$ cat src/sv/wsle_pkg.sv
// Package for the word segment LPC extractor.
// Holds job types, register indexes, reset values and shared helpers.
// No dependencies.
package wsle_pkg;

    localparam int CFG_IDX_W  = 2;
    localparam int CFG_DATA_W = 24;

    localparam logic [CFG_IDX_W-1:0] CFG_ALPHA     = 2'd0;
    localparam logic [CFG_IDX_W-1:0] CFG_MAG_THR   = 2'd1;
    localparam logic [CFG_IDX_W-1:0] CFG_TIME_THR  = 2'd2;
    localparam logic [CFG_IDX_W-1:0] CFG_WORD_LIM  = 2'd3;

    localparam logic [15:0] ALPHA_RST    = 16'd1311;
    localparam logic [14:0] MAG_THR_RST  = 15'd200;
    localparam logic [23:0] TIME_THR_RST = 24'd2000;
    localparam logic [7:0]  WORD_LIM_RST = 8'd15;

    localparam logic [1:0] JOB_START = 2'd0;
    localparam logic [1:0] JOB_ACC   = 2'd1;
    localparam logic [1:0] JOB_SOLVE = 2'd2;

    localparam int QUEUE_DEPTH = 2;
    localparam int Q_FRAC      = 28;
    localparam int DIV_STEPS   = 60;

    typedef struct packed {
        logic [1:0]         kind;
        logic signed [15:0] sample;
        logic [23:0]        length;
        logic [7:0]         number;
        logic               final_word;
    } t_job;

    function automatic logic [63:0] mag64(input logic signed [63:0] v);
        mag64 = v[63] ? (64'd0 - 64'(v)) : 64'(v);
    endfunction

endpackage

$ cat src/sv/wsle_queue.sv
// Short job queue between the front and back parts.
// Depends on wsle_pkg for its depth.
module wsle_queue #(
    parameter int W = 8
) (
    input  logic         i_clk,
    input  logic         i_rst_n,
    input  logic         i_push,
    input  logic [W-1:0] i_data,
    output logic         o_full,
    input  logic         i_pop,
    output logic [W-1:0] o_data,
    output logic         o_valid
);
    import wsle_pkg::*;

    localparam int PW = (QUEUE_DEPTH > 1) ? $clog2(QUEUE_DEPTH) : 1;
    localparam int CW = $clog2(QUEUE_DEPTH + 1);

    logic [W-1:0]  r_mem [QUEUE_DEPTH];
    logic [PW-1:0] r_wp;
    logic [PW-1:0] r_rp;
    logic [CW-1:0] r_cnt;

    assign o_full  = (r_cnt == CW'(QUEUE_DEPTH));
    assign o_valid = (r_cnt != '0);
    assign o_data  = r_mem[r_rp];

    always_ff @(posedge i_clk) begin
        if (i_push) begin
            r_mem[r_wp] <= i_data;
        end
    end

    always_ff @(posedge i_clk) begin
        if (!i_rst_n) begin
            r_wp  <= '0;
            r_rp  <= '0;
            r_cnt <= '0;
        end else begin
            if (i_push) begin
                r_wp <= (r_wp == PW'(QUEUE_DEPTH - 1)) ? '0 : r_wp + PW'(1);
            end
            if (i_pop) begin
                r_rp <= (r_rp == PW'(QUEUE_DEPTH - 1)) ? '0 : r_rp + PW'(1);
            end
            if (i_push && !i_pop) begin
                r_cnt <= r_cnt + CW'(1);
            end else if (!i_push && i_pop) begin
                r_cnt <= r_cnt - CW'(1);
            end
        end
    end
endmodule

$ cat config.mk
export PLATFORM = sky130hd
export DESIGN_NAME = wsle_queue
export DESIGN_NICKNAME = d
export VERILOG_FILES = /design/src/sv/wsle_pkg.sv /design/src/sv/wsle_queue.sv
export SDC_FILE = /design/constraint.sdc
export NUM_CORES = 1
export LEC_CHECK = 0
export ABC_AREA = 1
export BUFFER_PORTS_ARGS = -buffer_cell sky130_fd_sc_hd__buf_2
export CORE_UTILIZATION = 40
export DETAILED_ROUTE_END_ITERATION = 10
export SYNTH_ARGS = -nofsm -noshare
export SYNTH_HDL_FRONTEND = slang
export SYNTH_SLANG_ARGS = --single-unit
export TNS_END_PERCENT = 50
$ cat constraint.sdc
create_clock -name i_clk -period 1.7 [get_ports i_clk]
set_input_delay 0.17 -clock i_clk [delete_from_list [all_inputs] [get_ports i_clk]]
set_output_delay 0.17 -clock i_clk [all_outputs]
set_load 0.1 [all_outputs]
# Yosys cells after proc, flatten, opt, wreduce, memory -nomap -nowiden
# Memories as Yosys holds them, arrays and structs flattened. A register that Yosys moved wholly into a read port is not among the register bits.
# Index checks and enable logic that the tools add are counted.
[totals] ff_bits=4 latchBits=0 ramBits=16 rom_bits=0 word_cells=23 n_memories=1
[mem_list] name="r_mem" words=2 word_bits=8 read_ports=1 rd_ports_with_merged_regs=1 wr=1 line="wsle_queue.sv:20" source="logic [W-1:0] r_mem [QUEUE_DEPTH];"
[classes] add_sub_neg=4 multipliers=0 n_div=0 n_lt_le_gt_ge=0 eq_ne=1 shift=0 mux=8 n_bitwise=0 n_reduce_logical=6
[ops] cell="$mux W1" n=6
[ops] cell="$mux W2" n=2
[ops] cell="$reduce_bool A2 Y1" n=2
[ops] cell="$add A1 B1 Y1 const B" n=2
[ops] cell="$add A2 B1 Y2 const B" n=1
[ops] cell="$eq A2 B2 Y1 const B" n=1
[ops] cell="$logic_and A1 B1 Y1" n=2
[ops] cell="$logic_not A1 Y1" n=2
[ops] cell="$sub A2 B1 Y2 const B" n=1

# Logic depth before layout (Yosys ltp)
# Gate-level depths: netlist of the first run.
[depth] ltp_word=4 depth_mapped=8 ltp_nobuf=8

# Worst setup path before layout of the first run
# Ideal clock, no wire load.
[synth_timing] path_type="flip-flop to output port" startpoint="register r_cnt[1]" endpoint="output port o_full" arrival_ns=1.617 required_time_ns=1.530 slack_ns=-0.087 stages_incl_launch_ff=3 cell_sequence="dfxtp_1 inv_1 nor2_1"
[synth_between] elab_chain_len=1
[synth_lines] item="from (decl)" line="wsle_queue.sv:23" source="logic [CW-1:0] r_cnt;"
[synth_lines] item="from (signal assigned)" line="wsle_queue.sv:48" source="r_cnt <= r_cnt + CW'(1);"
[synth_lines] item="from (signal assigned)" line="wsle_queue.sv:50" source="r_cnt <= r_cnt - CW'(1);"
[synth_lines] item="$eq A2 B2 Y1" line="wsle_queue.sv:25" source="assign o_full = (r_cnt == CW'(QUEUE_DEPTH));"
[synth_lines] item="to (decl)" line="wsle_queue.sv:10" source="output logic o_full,"
# Every way passes these cells.

==> results.cfg, run 1 <==
[outcome]
run_status = finished clean

[final_layout]
final_cell_count_no_fill = 112
layout-area-overhead-vs-synth_pct = 33.88
layout-drive-gt1-share = 0.4353
antenna-diode-count = 0
final_design_area_no_fill_mm2 = 0.001127
nNetsFinal = 99

[clock_network]
tritoncts = built
numClockSinks = 21
clk_path_buf_depth = 2
root_buffer = sky130_fd_sc_hd__clkbuf_4
clkTransAtPathRegs_ns = 0.10
htree_levels = 1
total_clock_buffers_created_by_cts = 3
insertion_delay_ns = 0.28
cts_hold_buf = 0

[placed_design]
post-dp-hpwl_um = 934.4
port_buffers = 21
dpl.cell_count = 108
gp_congestion = 0.6244
place_area_mm2 = 0.001100

[floorplanning]
chipWidth_um = 47.88
initial_core_util = 0.4292
chipHeight_um = 47.88
core_region_area_mm2 = 0.001962
fp.dieArea_mm2 = 0.002292
row_count = 16
io_pins = 22

[routing]
num_vias = 499
routed_wirelength_mm = 1.176
wire_per_inst_um = 10.50
drt_iter0_drc = 5
viasPerCell = 4.455
drt_drc_violations_left = 0
drt_pre_antenna_iters = 3
drt.antenna.violating_nets = 0

[global_routing]
antenna_found_initial = 0
wire_length_of_the_first_global_routing_pass_mm = 1.800
maximum_number_of_pins_on_one_net_before_global_route_repair = 12
grt_overflow_total = 0
grt_pass1_vias = 443
grt_total_usage = 0.1223

[setup_path]
max_stage_delay_ns = 0.50
crit_chain = mux2_4, buf_12
timing.critical_path.buf_inv = 1
crit_required_ns = 1.53
crit_path_top_delay_cell = sky130_fd_sc_hd__dfxtp_2
critical-path-top-delay-family = flip-flops
timing.critical_path.fanout_max = 8
worst_setup_path_start_kind = register
timing_worst_setup_path_type = register to primary output
timing.critical_path.arrival_ns = 1.30
critPathCaptureType = primary output

[logic_synthesis]
synth_seq_cells = 21
async_reset_ff_frac = 0
yosys.area.top_type_share = 0.5706
syn_nets = 73
ys_top_cells_by_count = sky130_fd_sc_hd__edfxtp_1, sky130_fd_sc_hd__mux2_4, sky130_fd_sc_hd__nand2_1, sky130_fd_sc_hd__nor2_1, sky130_fd_sc_hd__inv_1
synth.area.top_cells = sky130_fd_sc_hd__edfxtp_1, sky130_fd_sc_hd__mux2_4, sky130_fd_sc_hd__dfxtp_1, sky130_fd_sc_hd__nand2_1, sky130_fd_sc_hd__nor2_1
synth_top_family_by_area = multiplexers
synth_edf_count = 16
post_synth_and_or_nand_nor_area_fraction = 0.09212
post-synth-top-count-cell = sky130_fd_sc_hd__edfxtp_1
synth_area_um2 = 842.1
post_synth_xor_area_fraction = 0
synth_flop_cell = sky130_fd_sc_hd__edfxtp_1
yosysWarnings = 0
netlist_instances = 60
synth_cell_type_count = 14
synth_area_in_adders = 0.01486
muxShareOfSynthArea = 0.1426
synth_sequential_area_ratio = 0.6895
syn_area_per_cell_um2 = 14.03
synth_compound_gate_area_share = 0.01189
synth_top_cell_by_area = sky130_fd_sc_hd__edfxtp_1

[worst_hold_path]
hold_path.class = input pin to register

[timing]
period_minus_slack_ns = 1.474
maxClockFrequency_mhz = 678.4
finalCritPeriodShare = 0.8671
final.setup_skew_ns = 0.002342
timing.max_slew.rel_slack = 0.6800
hold_viol = 0
setup_violations = 0
tightest_slew_ns = 0.4833
fin_tns_setup_ns = 0
unrepaired_setup_endpoints_after_global_routing = no
slew_viol_final = 0

[power_and_ir_drop]
p_leak_nw = 0.4953
largest_vdd_supply_drop_uv = 755.8
power_per_unit_of_standard_cell_area_mw_per_mm2 = 1053

[job]
max_cap_viol_count = 0
## cell usage in the layout (no fill, tap or decap), drive strengths merged
| cell type | count |
|---|---|
| ha | 1 |
| nand4 | 1 |
| nor2 | 8 |
| dfxtp | 5 |
| o21ai | 1 |
| a21oi | 1 |
| clkbuf | 4 |
| inv | 8 |
| mux2 | 8 |
| buf | 22 |
| nand2 | 9 |
| edfxtp | 16 |
| nand3 | 1 |
## flip-flops by register name, summed over array words and instances, names as in the netlist, named ones only
register,count
r_cnt,2
r_mem,16
r_rp,1
r_wp,1
## kinds of logic (layout without fill, tap and decap cells)
| logic type | Yosys count | count (layout) |
|---|---|---|
| simple gates | 19 | 19 |
| fa+ha+maj | 1 | 1 |
| flops | 21 | 21 |
| compound gates | 2 | 2 |
| buf+inv | 9 | 34 |
| mux | 8 | 8 |
## area by class of cell
cell class / count / area (µm²)
inverter: 8 / 30.03
timing repair buffer: 22 / 232.7
fill: 177 / 834.6
multi-input combinational: 30 / 222.7
clock buffer: 4 / 26.28
sequential: 21 / 581.8
tap: 27 / 33.78
## per-stage QoR
stage / hold slack (ns) / setup WS (ns) / power, mW / util
floorplan: 0.2689 / 0.3818 / 0.8694 / -
global placement: 0.3586 / 0.3760 / 0.9746 / 0.5606
detailed placement: 0.3630 / 0.3688 / 0.9823 / 0.5606
CTS: 0.05693 / 0.02528 / 1.202 / 0.5740
global route: 0.03879 / 0.1418 / 1.244 / 0.5746
finish: 0.06608 / 0.2260 / 1.187 / 0.5746
## power by group
part | switching [mW] | internal [mW]
registers | 0.0189 | 0.586
logic | 0.240 | 0.123
clock network | 0.128 | 0.0910
total | 0.387 | 0.799
## metal layers
layer / part of all wire / global-route usage / vias up
li1: - / - / 253
met4: 0.014 / 0.06667 / 0
met5: 0 / 0 / -
met2: 0.52 / 0.2081 / 15
met3: 0.044 / 0.03396 / 2
met1: 0.42 / 0.1383 / 229
## path summary, 6_finish.rpt
| kind | slack [ns] | cells past startpoint | to | start |
|---|---|---|---|---|
| min | 0.07 | 1 | r_mem[1][3]$_DFFE_PP_ | i_data[3] |
| max reg2reg | 0.68 | 2 | r_mem[1][0]$_DFFE_PP_ | r_wp$_SDFFE_PN0P_ |
| min reg2reg | 0.52 | 2 | r_wp$_SDFFE_PN0P_ | r_wp$_SDFFE_PN0P_ |
| max | 0.23 | 2 | o_data[1] | register |
## repair_timing
| action | 4_1_cts | 5_1_grt |
|---|---|---|
| resized for setup | 0 | 1 |
| setup endpoints to repair | 0 | 8 |
| buffers inserted | 0 | 0 |
| hold endpoints to repair | 0 | 0 |
## worst reg2reg max path, stage by stage (launching register included)
cell,delay [ns]
sky130_fd_sc_hd__dfxtp_1,0.36
sky130_fd_sc_hd__nand2_1,0.07
sky130_fd_sc_hd__inv_1,0.26
(Power assumes the default switching activity.)
==> run 2, diff against run 1 <==
--- a/config.mk
+++ b/config.mk
@@ -9,6 +9,7 @@
 export BUFFER_PORTS_ARGS = -buffer_cell sky130_fd_sc_hd__buf_2
 export CORE_UTILIZATION = 40
 export DETAILED_ROUTE_END_ITERATION = 10
+export SETUP_SLACK_MARGIN = 0.4
 export SYNTH_ARGS = -nofsm -noshare
 export SYNTH_HDL_FRONTEND = slang
 export SYNTH_SLANG_ARGS = --single-unit
==> run 2 against run 1 <==
Die area stayed put. Worst setup slack better by 0.060 ns. Final cell count stayed put. Non-clock buffer count stayed put. Count of clock-buffer cells in the layout stayed put. Register-to-register slack hardly changed. Design area is 0.89% higher. Hold slack worse by 0.0037 ns. First-iteration DRC count grew to 3.4 times the previous value. Clock skew is 0.0011 ns higher.
==> results.cfg, run 2 (synthesis results as in run 1) <==
[final_layout]
layout-drive-gt1-share = 0.4353
registers.top_by_ff_count = r_mem
most_frequent_standard_cell_in_the_layout_excluding_fill_and_tap_cells = sky130_fd_sc_hd__edfxtp_1
layout-area-overhead-vs-synth_pct = 35.07
nNetsFinal = 99
largest_registers = r_mem (16), r_cnt (2)
layout.cells.most_common_list = sky130_fd_sc_hd__edfxtp_1, sky130_fd_sc_hd__buf_2, sky130_fd_sc_hd__mux2_4, sky130_fd_sc_hd__nand2_1, sky130_fd_sc_hd__buf_12
antenna-diode-count = 0
number_of_flip_flops_under_the_largest_register_name = 16
final_design_area_no_fill_mm2 = 0.001137

[setup_path]
max_stage_delay_ns = 0.45
timing_worst_setup_path_type = register to primary output
timing.critical_path.fanout_max = 8
crit_required_ns = 1.53
timing.critical_path.arrival_ns = 1.24
critical-path-top-delay-family = flip-flops
critPathCaptureType = primary output
worstSetupPathDepth = 2
worst_setup_path_start_kind = register
timing.critical_path.buf_inv = 1
depth_of_the_worst_register_to_register_path = 2
crit_path_top_delay_cell = sky130_fd_sc_hd__dfxtp_4
crit_chain = mux2_4, buf_12

[global_routing]
wire_length_of_the_first_global_routing_pass_mm = 1.890
grt_overflow_total = 0
grt_pass1_vias = 452
antenna_found_initial = 0
maximum_number_of_pins_on_one_net_before_global_route_repair = 12
grt_total_usage = 0.1231

[power_and_ir_drop]
largest_vdd_supply_drop_uv = 594.6
power_per_unit_of_standard_cell_area_mw_per_mm2 = 1052
p_leak_nw = 0.4970
power_mw = 1.196

[placed_design]
preCtsSetupSlack_ns = 0.3589
gp_congestion = 0.6688
port_buffers = 21
post-dp-hpwl_um = 958.3
place_area_mm2 = 0.001105

[timing]
timing.max_slew.rel_slack = 0.6808
unrepaired_setup_endpoints_after_global_routing = yes
period_minus_slack_ns = 1.414
timing.hold.ws_ns = 0.06234
slew_viol_final = 0
final.setup_skew_ns = 0.003463
tightest_slew_ns = 0.4821
hold_viol = 0
maxClockFrequency_mhz = 707.1
finalCritPeriodShare = 0.8319
fin_tns_setup_ns = 0
setup_violations = 0
final_critical_path_setup_slack_ns = 0.2858

[floorplanning]
io_pins = 22
fp.dieArea_mm2 = 0.002292
row_count = 16
chipWidth_um = 47.88
core_region_area_mm2 = 0.001962
chipHeight_um = 47.88
initial_core_util = 0.4292

[clock_network]
cts.repair_timing.setup_buffer_count = 0
root_buffer = sky130_fd_sc_hd__clkbuf_4
clk_path_buf_depth = 2
total_clock_buffers_created_by_cts = 3
clkTransAtPathRegs_ns = 0.11
cts_hold_buf = 0
numClockSinks = 21
htree_levels = 1
tritoncts = built
insertion_delay_ns = 0.29

[job]
max_cap_viol_count = 0

[routing]
drt_drc_violations_left = 0
viasPerCell = 4.438
wire_per_inst_um = 10.84
drt_iter0_drc = 17
num_vias = 497
drt.antenna.violating_nets = 0
drt_pre_antenna_iters = 3
routed_wirelength_mm = 1.214

[worst_hold_path]
min_path_cells = 1
hold_path.class = input pin to register

[outcome]
run_status = finished clean
==> run 2: cell count changes in the layout (fill, tap and decap cells not counted) <==
cell,before,now
sky130_fd_sc_hd__buf_2,13,12
sky130_fd_sc_hd__buf_4,1,2
sky130_fd_sc_hd__dfxtp_2,1,0
sky130_fd_sc_hd__dfxtp_4,0,1
sky130_fd_sc_hd__nor2_2,1,0
sky130_fd_sc_hd__nor2_4,0,1
==> run 2: path summary, 6_finish.rpt <==
| kind | startpoint | to | slack, ns |
|---|---|---|---|
| hold / removal | i_data[2] | r_mem[0][2]$_DFFE_PP_ | 0.06 |
| setup reg to reg | r_wp$_SDFFE_PN0P_ | r_mem[1][3]$_DFFE_PP_ | 0.69 |
| hold reg to reg | r_rp$_SDFFE_PN0P_ | register | 0.51 |
| setup / recovery | register | o_data[5] | 0.29 |
==> run 2: power breakdown <==
group / internal [mW] / switching, mW
Combinational: 0.126 / 0.241
Clock: 0.0910 / 0.133
Sequential: 0.585 / 0.0197
==> run 2: timing repair <==
item,in CTS,in global routing
cloned,0,0
resized for setup,3,0
endpoints found under the setup margin,10,10
==> run 2: layout make-up <==
| cell class | count | area [µm²] |
|---|---|---|
| clock buffer | 4 | 26.28 |
| fill | 179 | 824.5 |
| inverter | 8 | 30.03 |
| multi-input combinational | 30 | 227.7 |
| sequential | 21 | 584.3 |
| tap | 27 | 33.78 |
| timing repair buffer | 22 | 235.2 |
==> run 2: through the flow <==
| stage | util | cells |
|---|---|---|
| 2_1_floorplan | - | 60 |
| 3_3_place_gp | 0.5631 | 108 |
| 3_5_place_dp | 0.5631 | 108 |
| 4_1_cts | 0.5797 | 112 |
| 5_1_grt | 0.5797 | 112 |
| 6_report | 0.5797 | 112 |
==> run 2: worst register-to-register path, cell delays in order (launching register included) <==
cell	delay (ns)
sky130_fd_sc_hd__dfxtp_1	0.36
sky130_fd_sc_hd__nand2_1	0.07
sky130_fd_sc_hd__inv_1	0.26
==> run 2: routing by layer <==
metal | GRT usage | wire, µm | vias to the layer above
met5 | 0 | 0 | -
met4 | 0.05000 | 9 | 0
met3 | 0.03396 | 68 | 2
met2 | 0.2162 | 625 | 16
met1 | 0.1408 | 511 | 225
li1 | - | - | 254
