File: config.mk
export PLATFORM = sky130hd
export DESIGN_NAME = wsle_front_flat
export DESIGN_NICKNAME = d
export VERILOG_FILES = /design/src/sv/wsle_pkg.sv /design/src/sv/wsle_ifs.sv /design/src/sv/wsle_front.sv /design/src/flat_wrapper.sv
export SDC_FILE = /design/constraint.sdc
export NUM_CORES = 2
export LEC_CHECK = 0
export ABC_AREA = 1
export BUFFER_PORTS_ARGS = -buffer_cell sky130_fd_sc_hd__buf_2
export CORE_ASPECT_RATIO = 0.5
export CORE_UTILIZATION = 60
export CTS_CLUSTER_DIAMETER = 100
export DETAILED_ROUTE_END_ITERATION = 7
export GPL_TIMING_DRIVEN = 0
export PLACE_DENSITY_LB_ADDON = 0.08
export SLEW_MARGIN = 20
export SYNTH_ARGS = -nofsm -noshare
export SYNTH_HDL_FRONTEND = slang
export SYNTH_SLANG_ARGS = --single-unit
File: constraint.sdc
create_clock -name i_clk -period 12.7 [get_ports i_clk]
set_input_delay 0.635 -clock i_clk [delete_from_list [all_inputs] [get_ports i_clk]]
set_output_delay 0.635 -clock i_clk [all_outputs]
set_load 0.05 [all_outputs]
File: src/sv/wsle_pkg.sv
// Package for the word segment LPC extractor.
// Holds job types, register indexes, reset values and shared helpers.
// No dependencies.
package wsle_pkg;

    localparam int CFG_IDX_W  = 2;
    localparam int CFG_DATA_W = 24;

    localparam logic [CFG_IDX_W-1:0] CFG_ALPHA     = 2'd0;
    localparam logic [CFG_IDX_W-1:0] CFG_MAG_THR   = 2'd1;
    localparam logic [CFG_IDX_W-1:0] CFG_TIME_THR  = 2'd2;
    localparam logic [CFG_IDX_W-1:0] CFG_WORD_LIM  = 2'd3;

    localparam logic [15:0] ALPHA_RST    = 16'd1311;
    localparam logic [14:0] MAG_THR_RST  = 15'd200;
    localparam logic [23:0] TIME_THR_RST = 24'd2000;
    localparam logic [7:0]  WORD_LIM_RST = 8'd15;

    localparam logic [1:0] JOB_START = 2'd0;
    localparam logic [1:0] JOB_ACC   = 2'd1;
    localparam logic [1:0] JOB_SOLVE = 2'd2;

    localparam int QUEUE_DEPTH = 2;
    localparam int Q_FRAC      = 28;
    localparam int DIV_STEPS   = 60;

    typedef struct packed {
        logic [1:0]         kind;
        logic signed [15:0] sample;
        logic [23:0]        length;
        logic [7:0]         number;
        logic               final_word;
    } t_job;

    function automatic logic [63:0] mag64(input logic signed [63:0] v);
        mag64 = v[63] ? (64'd0 - 64'(v)) : 64'(v);
    endfunction

endpackage

File: src/sv/wsle_ifs.sv
// Sample and result channel interfaces for the word segment LPC extractor.
// Depends on nothing.
interface wsle_sample_if;
    logic               valid;
    logic               ready;
    logic signed [15:0] sample;
    modport source (output valid, output sample, input ready);
    modport sink   (input valid, input sample, output ready);
endinterface


File: src/sv/wsle_front.sv
// Front part: takes samples, tracks the magnitude average, word state and history,
// and issues start, accumulate and solve jobs. Depends on wsle_pkg and wsle_ifs.
module wsle_front #(
    parameter int ORDER = 3
) (
    input  logic                           i_clk,
    input  logic                           i_rst_n,
    input  logic                           i_cfg_we,
    input  logic [wsle_pkg::CFG_IDX_W-1:0]  i_cfg_idx,
    input  logic [wsle_pkg::CFG_DATA_W-1:0] i_cfg_data,
    wsle_sample_if.sink                    i_sample,
    output wsle_pkg::t_job                 o_job,
    output logic [ORDER*16-1:0]            o_hist,
    output logic                           o_push,
    input  logic                           i_full
);
    import wsle_pkg::*;

    localparam logic F_IDLE = 1'b0;
    localparam logic F_DEC  = 1'b1;

    logic               r_state;
    logic [15:0]        r_alpha;
    logic [14:0]        r_mthr;
    logic [23:0]        r_tthr;
    logic [7:0]         r_wlim;
    logic [31:0]        r_avg;
    logic               r_active;
    logic [23:0]        r_len;
    logic [7:0]         r_wd;
    logic               r_halted;
    logic signed [15:0] r_hist [ORDER];
    logic signed [15:0] r_samp;
    logic [31:0]        r_pa;
    logic [48:0]        r_pb;

    logic [15:0] smag;
    logic [49:0] sum;
    logic [31:0] avg_new;
    logic        hot;
    logic [23:0] len_inc;
    logic [7:0]  wd_inc;
    logic        is_final;
    logic        need;
    logic        commit;
    logic        take;

    assign smag     = i_sample.sample[15] ? 16'(-i_sample.sample) : 16'(i_sample.sample);
    assign sum      = {2'b0, r_pa, 16'b0} + {1'b0, r_pb};
    assign avg_new  = sum[47:16];
    assign hot      = avg_new >= {1'b0, r_mthr, 16'b0};
    assign len_inc  = (r_len != 24'hFFFFFF) ? r_len + 24'd1 : r_len;
    assign wd_inc   = r_wd + 8'd1;
    assign is_final = (wd_inc == r_wlim);
    assign need     = hot || (r_active && (len_inc > r_tthr));
    assign commit   = (r_state == F_DEC) && (!need || !i_full);
    assign o_push   = (r_state == F_DEC) && need && !i_full;
    assign take     = i_sample.valid && i_sample.ready;

    assign i_sample.ready = (r_state == F_IDLE);

    always_comb begin
        o_job.kind       = !r_active ? JOB_START : (hot ? JOB_ACC : JOB_SOLVE);
        o_job.sample     = r_samp;
        o_job.length     = len_inc;
        o_job.number     = r_wd;
        o_job.final_word = is_final;
        for (int g = 0; g < ORDER; g++) begin
            o_hist[g*16 +: 16] = r_hist[g];
        end
    end

    always_ff @(posedge i_clk) begin
        if (take) begin
            r_samp <= i_sample.sample;
            r_pa   <= smag * r_alpha;
            r_pb   <= r_avg * (17'h10000 - {1'b0, r_alpha});
        end
    end

    always_ff @(posedge i_clk) begin
        if (!i_rst_n) begin
            r_state  <= F_IDLE;
            r_alpha  <= ALPHA_RST;
            r_mthr   <= MAG_THR_RST;
            r_tthr   <= TIME_THR_RST;
            r_wlim   <= WORD_LIM_RST;
            r_avg    <= '0;
            r_active <= 1'b0;
            r_len    <= '0;
            r_wd     <= '0;
            r_halted <= 1'b0;
            for (int g = 0; g < ORDER; g++) begin
                r_hist[g] <= '0;
            end
        end else begin
            if (i_cfg_we) begin
                unique case (i_cfg_idx)
                    CFG_ALPHA:    r_alpha <= i_cfg_data[15:0];
                    CFG_MAG_THR:  r_mthr  <= i_cfg_data[14:0];
                    CFG_TIME_THR: r_tthr  <= i_cfg_data[23:0];
                    CFG_WORD_LIM: r_wlim  <= i_cfg_data[7:0];
                    default: ;
                endcase
            end
            unique case (r_state)
                F_IDLE: begin
                    if (take && !r_halted) begin
                        r_state <= F_DEC;
                    end
                end
                F_DEC: begin
                    if (commit) begin
                        r_state <= F_IDLE;
                        r_avg   <= avg_new;
                        if (!r_active) begin
                            if (hot) begin
                                r_active <= 1'b1;
                                r_len    <= '0;
                            end
                        end else begin
                            r_len <= len_inc;
                            if (!hot) begin
                                r_active <= 1'b0;
                                if (len_inc > r_tthr) begin
                                    r_wd <= wd_inc;
                                    if (is_final) begin
                                        r_halted <= 1'b1;
                                    end
                                end
                            end
                        end
                        for (int g = ORDER - 1; g > 0; g--) begin
                            r_hist[g] <= r_hist[g-1];
                        end
                        r_hist[0] <= r_samp;
                    end
                end
                default: r_state <= F_IDLE;
            endcase
        end
    end
endmodule

File: src/flat_wrapper.sv
// flat-port wrapper written by rule: the top's interface ports become plain ports
module wsle_front_flat import wsle_pkg::*;
#(
    parameter int ORDER = 3
)
  (i_clk, i_rst_n, i_cfg_we, i_cfg_idx, i_cfg_data, o_job, o_hist, o_push, i_full, i_sample_valid, i_sample_sample, i_sample_ready);
  wsle_sample_if i_sample_i ();
  input  logic i_clk;
  input  logic i_rst_n;
  input  logic i_cfg_we;
  input  logic [wsle_pkg::CFG_IDX_W-1:0] i_cfg_idx;
  input  logic [wsle_pkg::CFG_DATA_W-1:0] i_cfg_data;
  output wsle_pkg::t_job o_job;
  output logic [ORDER*16-1:0] o_hist;
  output logic o_push;
  input  logic i_full;
  input wire logic [$bits(i_sample_i.valid)-1:0] i_sample_valid;
  input wire logic [$bits(i_sample_i.sample)-1:0] i_sample_sample;
  output wire logic [$bits(i_sample_i.ready)-1:0] i_sample_ready;
  assign i_sample_i.valid = i_sample_valid;
  assign i_sample_i.sample = i_sample_sample;
  assign i_sample_ready = i_sample_i.ready;
  wsle_front #(.ORDER(ORDER)) u_core (.i_clk(i_clk), .i_rst_n(i_rst_n), .i_cfg_we(i_cfg_we), .i_cfg_idx(i_cfg_idx), .i_cfg_data(i_cfg_data), .i_sample(i_sample_i), .o_job(o_job), .o_hist(o_hist), .o_push(o_push), .i_full(i_full));
endmodule
* Word-level counts from Yosys, hierarchy flattened
Memories as Yosys holds them, arrays and structs flattened.
Cells that the tools add are included.
** Storage, ports and cells
- Word-level logic and storage cells :: 72
- Bits in registers :: 226
- Memories kept :: 1
- RAM bits :: 48
- Output and inout bits :: 101
** Cells by class
- $add $sub $neg :: 5
- Equality and inequality tests :: 5
- Multiplexer cells :: 18
- Reduce and logical (&&, ||, !) cells :: 21
- Bitwise logic cells :: 5
- Multipliers :: 2
- Order comparisons :: 2
** Memories
- u_core.r_hist :: depth 3, bits a word 16, rd ports 3, clocked after Yosys merged registers in 0, wr ports 3, line wsle_front.sv:32 : logic signed [15:0] r_hist [ORDER];
** Operators with widths (count)
- two-way mux 24 bit :: 3
- two-way mux 16 bit :: 4
- multiplier 32 x 49 -> 48 bit :: 1
- adder 48 bit :: 1
- >= comparator 32 x 31 -> 1 bit :: 1
- multiplier 16 x 16 -> 32 bit :: 1
- adder 24 x 1 -> 24 bit (second input constant) :: 1
- greater-than comparator 24 bit :: 1
- inequality test 24 bit (second input constant) :: 1
- subtractor 17 x 16 -> 18 bit (first input constant) :: 1
- negator 16 bit :: 1
- AND reduction 2 bit :: 5
- adder 8 x 1 -> 8 bit (second input constant) :: 1
- equality test 8 bit :: 1
- two-way mux 1 bit :: 8
- logical AND 1 bit :: 6
- AND reduction 6 bit :: 1
- AND reduction 5 bit :: 1
- equality test 2 bit (second input constant) :: 2
- two-way mux 2 bit :: 2
- zero test 1 bit :: 3
- bitwise OR 1 bit :: 3
- AND reduction 3 bit :: 1
- equality test 2 x 1 -> 1 bit (second input constant) :: 1
- other kinds (5) :: 7

* Longest topological paths before layout
- Depth after elaboration :: 13
- Depth in mapped cells :: 43
- Depth with buffers taken out :: 41

* Worst setup path before layout
OpenSTA, ideal clock, no wires.
- Path kind :: flip-flop to flip-flop
- From :: register u_core.r_alpha[1]
- To :: register u_core.r_pb[41], data pin
- Setup slack :: 4655 ps
- Data arrival time :: 7780 ps
- Required time :: 12435 ps
- Library setup time :: 265 ps
- Stages on the path, launching flop included :: 39
- Cell sequence :: dfxtp_1 -> clkbuf_1 -> clkinv_1 -> ha_1 -> nand4_1 -> nor2_1 -> nand2_1 -> nor2_1 -> inv_1 -> o21ai_0 -> nand2_1 -> clkbuf_1 -> nor2_1 -> fa_1 -> fa_1 -> fa_1 -> inv_1 -> fa_1 -> [3 not listed] -> fa_1 -> inv_1 -> fa_1 -> inv_1 -> fa_1 -> inv_1 -> ha_1 -> nand2_1 -> nor2_1 -> inv_1 -> nor2_1 -> inv_1 -> nor4_1 -> a21oi_1 -> o21ai_0 -> nand3_1 -> o21ai_0 -> xor2_1
** Between the ends
- Longest elaborated chain between the ends :: 2
** RTL lines
- from (decl) :: line wsle_front.sv:23 : logic [15:0] r_alpha;
- from (signal assigned) :: line wsle_front.sv:99 : CFG_ALPHA: r_alpha <= i_cfg_data[15:0];
- subtractor 17 x 16 -> 18 bit :: line wsle_front.sv:77 : r_pb <= r_avg * (17'h10000 - {1'b0, r_alpha});
- multiplier 32 x 49 -> 48 bit :: line wsle_front.sv:77
- to (signal assigned) :: line wsle_front.sv:77
- to (decl) :: line wsle_front.sv:35 : logic [48:0] r_pb;
Every way passes these cells.
A chain may end at the register's enable or synchronous reset.

* Final worst setup path
- From :: register u_core.r_alpha[1]
- To :: register u_core.r_pb[42], data pin
Same word-level chain as after synthesis.

==> impl_metrics.csv <==
group,metric,value,unit
timing,finalSetupTns,0,ns
timing,rsz0062_at_grt,"no",
cts,post_cts_resized,0,
die,die_w,366,µm
drt,drc_errors,0,
die,dieArea,67200,µm²
timing,worst_slew_pin_slew,1.22,ns
logic_synthesis,synth_top_area_cell,"fa_1",
drt,viasPerCell,5.58,
status,status,"complete, no violations",
drt,drtIter0Drc,3123,
logic_synthesis,yosysTopAreaCellShare,32.2,%
worst_setup_path,crit_fanout,10,
logic_synthesis,synth_flop_cell,"dfxtp_1",
worst_setup_path,worstSetupStartpoint,"u_core.r_alpha[1]$_SDFFE_PN1P_",
worst_setup_path,timing.rr.end,"u_core.r_pb[42]$_DFFE_PP_",
worst_setup_path,crit_top_cell,"inv_1",
drt,vias,33200,
logic_synthesis,yosysWarnings,0,
cts,htreeDepth,1,
worst_setup_path,r2r_cells,39,
die,die_y,184,µm
worst_setup_path,crit_end,"u_core.r_pb[42]$_DFFE_PP_",
cts,cts_tree,"done",
cts,cts_sinks,258,
place,place_ws,1.90,ns
global_route,grt_max_degree,58,
die,rows,66,
timing,slew_headroom,18.7,%
global_route,grt_use_total,37.7,%
final_layout,nets,6141,
logic_synthesis,ys_types,49,
cts,clock_latency,0.60,ns
place,place_hpwl,103000,µm
cts,post_cts_buffers,0,
logic_synthesis,syn_area,39700,µm²
global_route,overflow,0,
worst_setup_path,slowest_delay,0.74,ns
drt,drt-total-wl,124000,µm
hold_path,worstHoldPathType,"in -> reg",
logic_synthesis,syn_nets,5961,
logic_synthesis,synthTopCellsByArea,"fa_1, ha_1, inv_1",
worst_setup_path,worstSetupPathType,"reg -> reg",
worst_setup_path,cp-end-kind,"flip-flop",
timing,fin_skew,0.0176,ns
worst_setup_path,r2r_slack,1.48,ns
cts,postCtsHoldBufs,0,
logic_synthesis,synth-seq-cells,258,
logic_synthesis,seq_area_frac_synth,16.2,%
drt,wl_per_cell,20.9,µm
final_layout,layout-drive-gt1-share,5.26,%
cts,numCtsBuffers,28,
timing,fmax,89.1,MHz
timing,hold_viol_final,0,
cts,clockRootBuffer,"clkbuf_16",
flow_run,drv_cap,0,
cts,clockBufferDepth,3,
final_layout,area.growth.synth_to_final,7.19,%
final_layout,nFillCells,5660,
cts,clk_pin_slew,0.07,ns
die,core,65200,µm²
worst_setup_path,r2r_start,"u_core.r_alpha[1]$_SDFFE_PN1P_",
logic_synthesis,async_flop_share,0,%
global_route,grt_pass1_vias,33700,
die,initial_utilization,60.9,%
place,gp_congestion,1.04,
worst_setup_path,cp_data_arrival_time,11.63,ns
timing,fin_ws,1.48,ns
worst_setup_path,cp-start-kind,"flip-flop",
timing,timing.final.crit_period,11.22,ns
logic_synthesis,synth_edf_count,128,
global_route,antenna_found_initial,6,
global_route,grt_first_pass_wirelength,191000,µm
logic_synthesis,avgSynthCellArea,8.17,µm²
worst_setup_path,slowest_stage,"clkbuf_1",
die,ioPinCount,148,
worst_setup_path,required,13.11,ns
drt,firstDrtPassIters,6,
place,port_buffers,146,
logic_synthesis,synthCells,4858,
timing,setup_viol,0,
drt,ant_nets,0,
timing,slew_viol_final,0,
hold_path,hp-start,"i_sample_sample[0]",
timing,period_share,88.4,%
## cell usage after synthesis (5+ instances only)
cell type     n
inv_1      1126
nand2_1     854
fa_1        639
nor2_1      570
ha_1        417
a21oi_1     218
o21ai_0     157
clkbuf_1    150
dfxtp_1     130
edfxtp_1    128
xor2_1       79
nand3_1      68
nand4_1      58
xnor2_1      41
nor3_1       33
o211ai_1     25
nor2_2       21
a31oi_1      14
buf_2        12
clkinv_1     11
nand3b_1     10
nor4_1       10
o21a_1        8
or2_2         8
a21o_1        7
inv_2         7
o21ai_1       7
o21bai_1      7
nand2_2       5
## cells in the final DEF, fill, tap and decap left out, types with 13 or more instances in the layout
cell type  synthesis  routed
a21oi_1          218     218
a31oi_1           14      14
buf_2             12     157
clkbuf_1         150     152
clkbuf_16          0      29
clkinv_1          11      13
dfxtp_1          130     130
edfxtp_1         128     128
fa_1             639     639
ha_1             417     417
inv_1           1126    1126
nand2_1          854     854
nand3_1           68      68
nand4_1           58      58
nor2_1           570     569
nor2_2            21      21
nor3_1            33      33
o211ai_1          25      25
o21ai_0          157     157
xnor2_1           41      40
xor2_1            79      79
## stage by stage
step | hold slack (ns) | instances | cell area, µm² | util [%]
final | 0.254 | 5946 | 42500 | 65.3
after global routing | 0.240 | 5944 | 42500 | 65.3
after CTS | 0.240 | 5943 | 42500 | 65.3
after detailed placement | 0.459 | 5892 | 41600 | 63.9
after global placement | 0.452 | 5888 | 41500 | 63.7
after floorplan | 0.433 | 4858 | 39700 | -
## logic make-up after synthesis
kind of cell               synth area share (%)
and+or+nand+nor                            16.9
DFF                                        16.2
adders and majority gates                  45.4
buffers and inverters                      12.5
xor gates and xnor gates                   2.69
AOI/OAI and AO/OA                          6.30
## sequential cells by signal, summed over array words and instances (netlist names)
register         count
u_core.r_tthr       24
u_core.r_pa         32
u_core.r_alpha      16
u_core.r_wlim        8
u_core.r_hist       48
u_core.r_avg        32
u_core.r_state       1
u_core.r_wd          8
u_core.r_mthr       15
u_core.r_len        24
u_core.r_active      1
u_core.r_samp       16
u_core.r_halted      1
u_core.r_pb         32
## layer usage
metal	vias to the layer above	global-route usage [%]	wire [µm]
met5	-	0	27
met3	295	10.5	14700
li1	15100	-	-
met2	1572	57.9	53800
met4	4	12.9	4750
met1	16200	51.4	51100
## how the worst min path moves through the flow
stage          depth (start not counted)  slack [ns]                             end
3_5_place_dp                           2        0.46  u_core.r_tthr[19]$_SDFFE_PN0P_
6_report                               1        0.25      u_core.r_samp[0]$_DFFE_PP_
4_1_cts                                1        0.24      u_core.r_samp[0]$_DFFE_PP_
3_3_place_gp                           2        0.45   u_core.r_tthr[3]$_SDFFE_PN0P_
2_1_floorplan                          2        0.43  u_core.r_mthr[10]$_SDFFE_PN0P_
5_1_grt                                1        0.24      u_core.r_samp[0]$_DFFE_PP_
## cell type report
type / instances / area (µm²) / share of cell area, %
diodes: 3 / 7.51 / 0.0176
plain buffers: 169 / 683 / 1.61
clock buffers: 36 / 783 / 1.84
clock inverters: 15 / 136 / 0.321
inverters: 1144 / 4290 / 10.1
multi-input cells: 3287 / 28300 / 66.5
flip-flops and latches: 258 / 6450 / 15.2
well taps: 884 / 1110 / 2.60
repair buffers: 150 / 802 / 1.89
## worst max-delay path: cells and delay by family, from the launching register on
kind            cells  cell delay, ns
fa+ha+maj          10            4.52
compound gates      4            1.13
simple gates       10            1.63
xor+xnor            1            0.21
flops               1            0.33
buf+inv            14            3.21
Power is left out: the tool's default activity adds up to more than one toggle a clock period on the data nets, which glitch-free logic cannot reach.
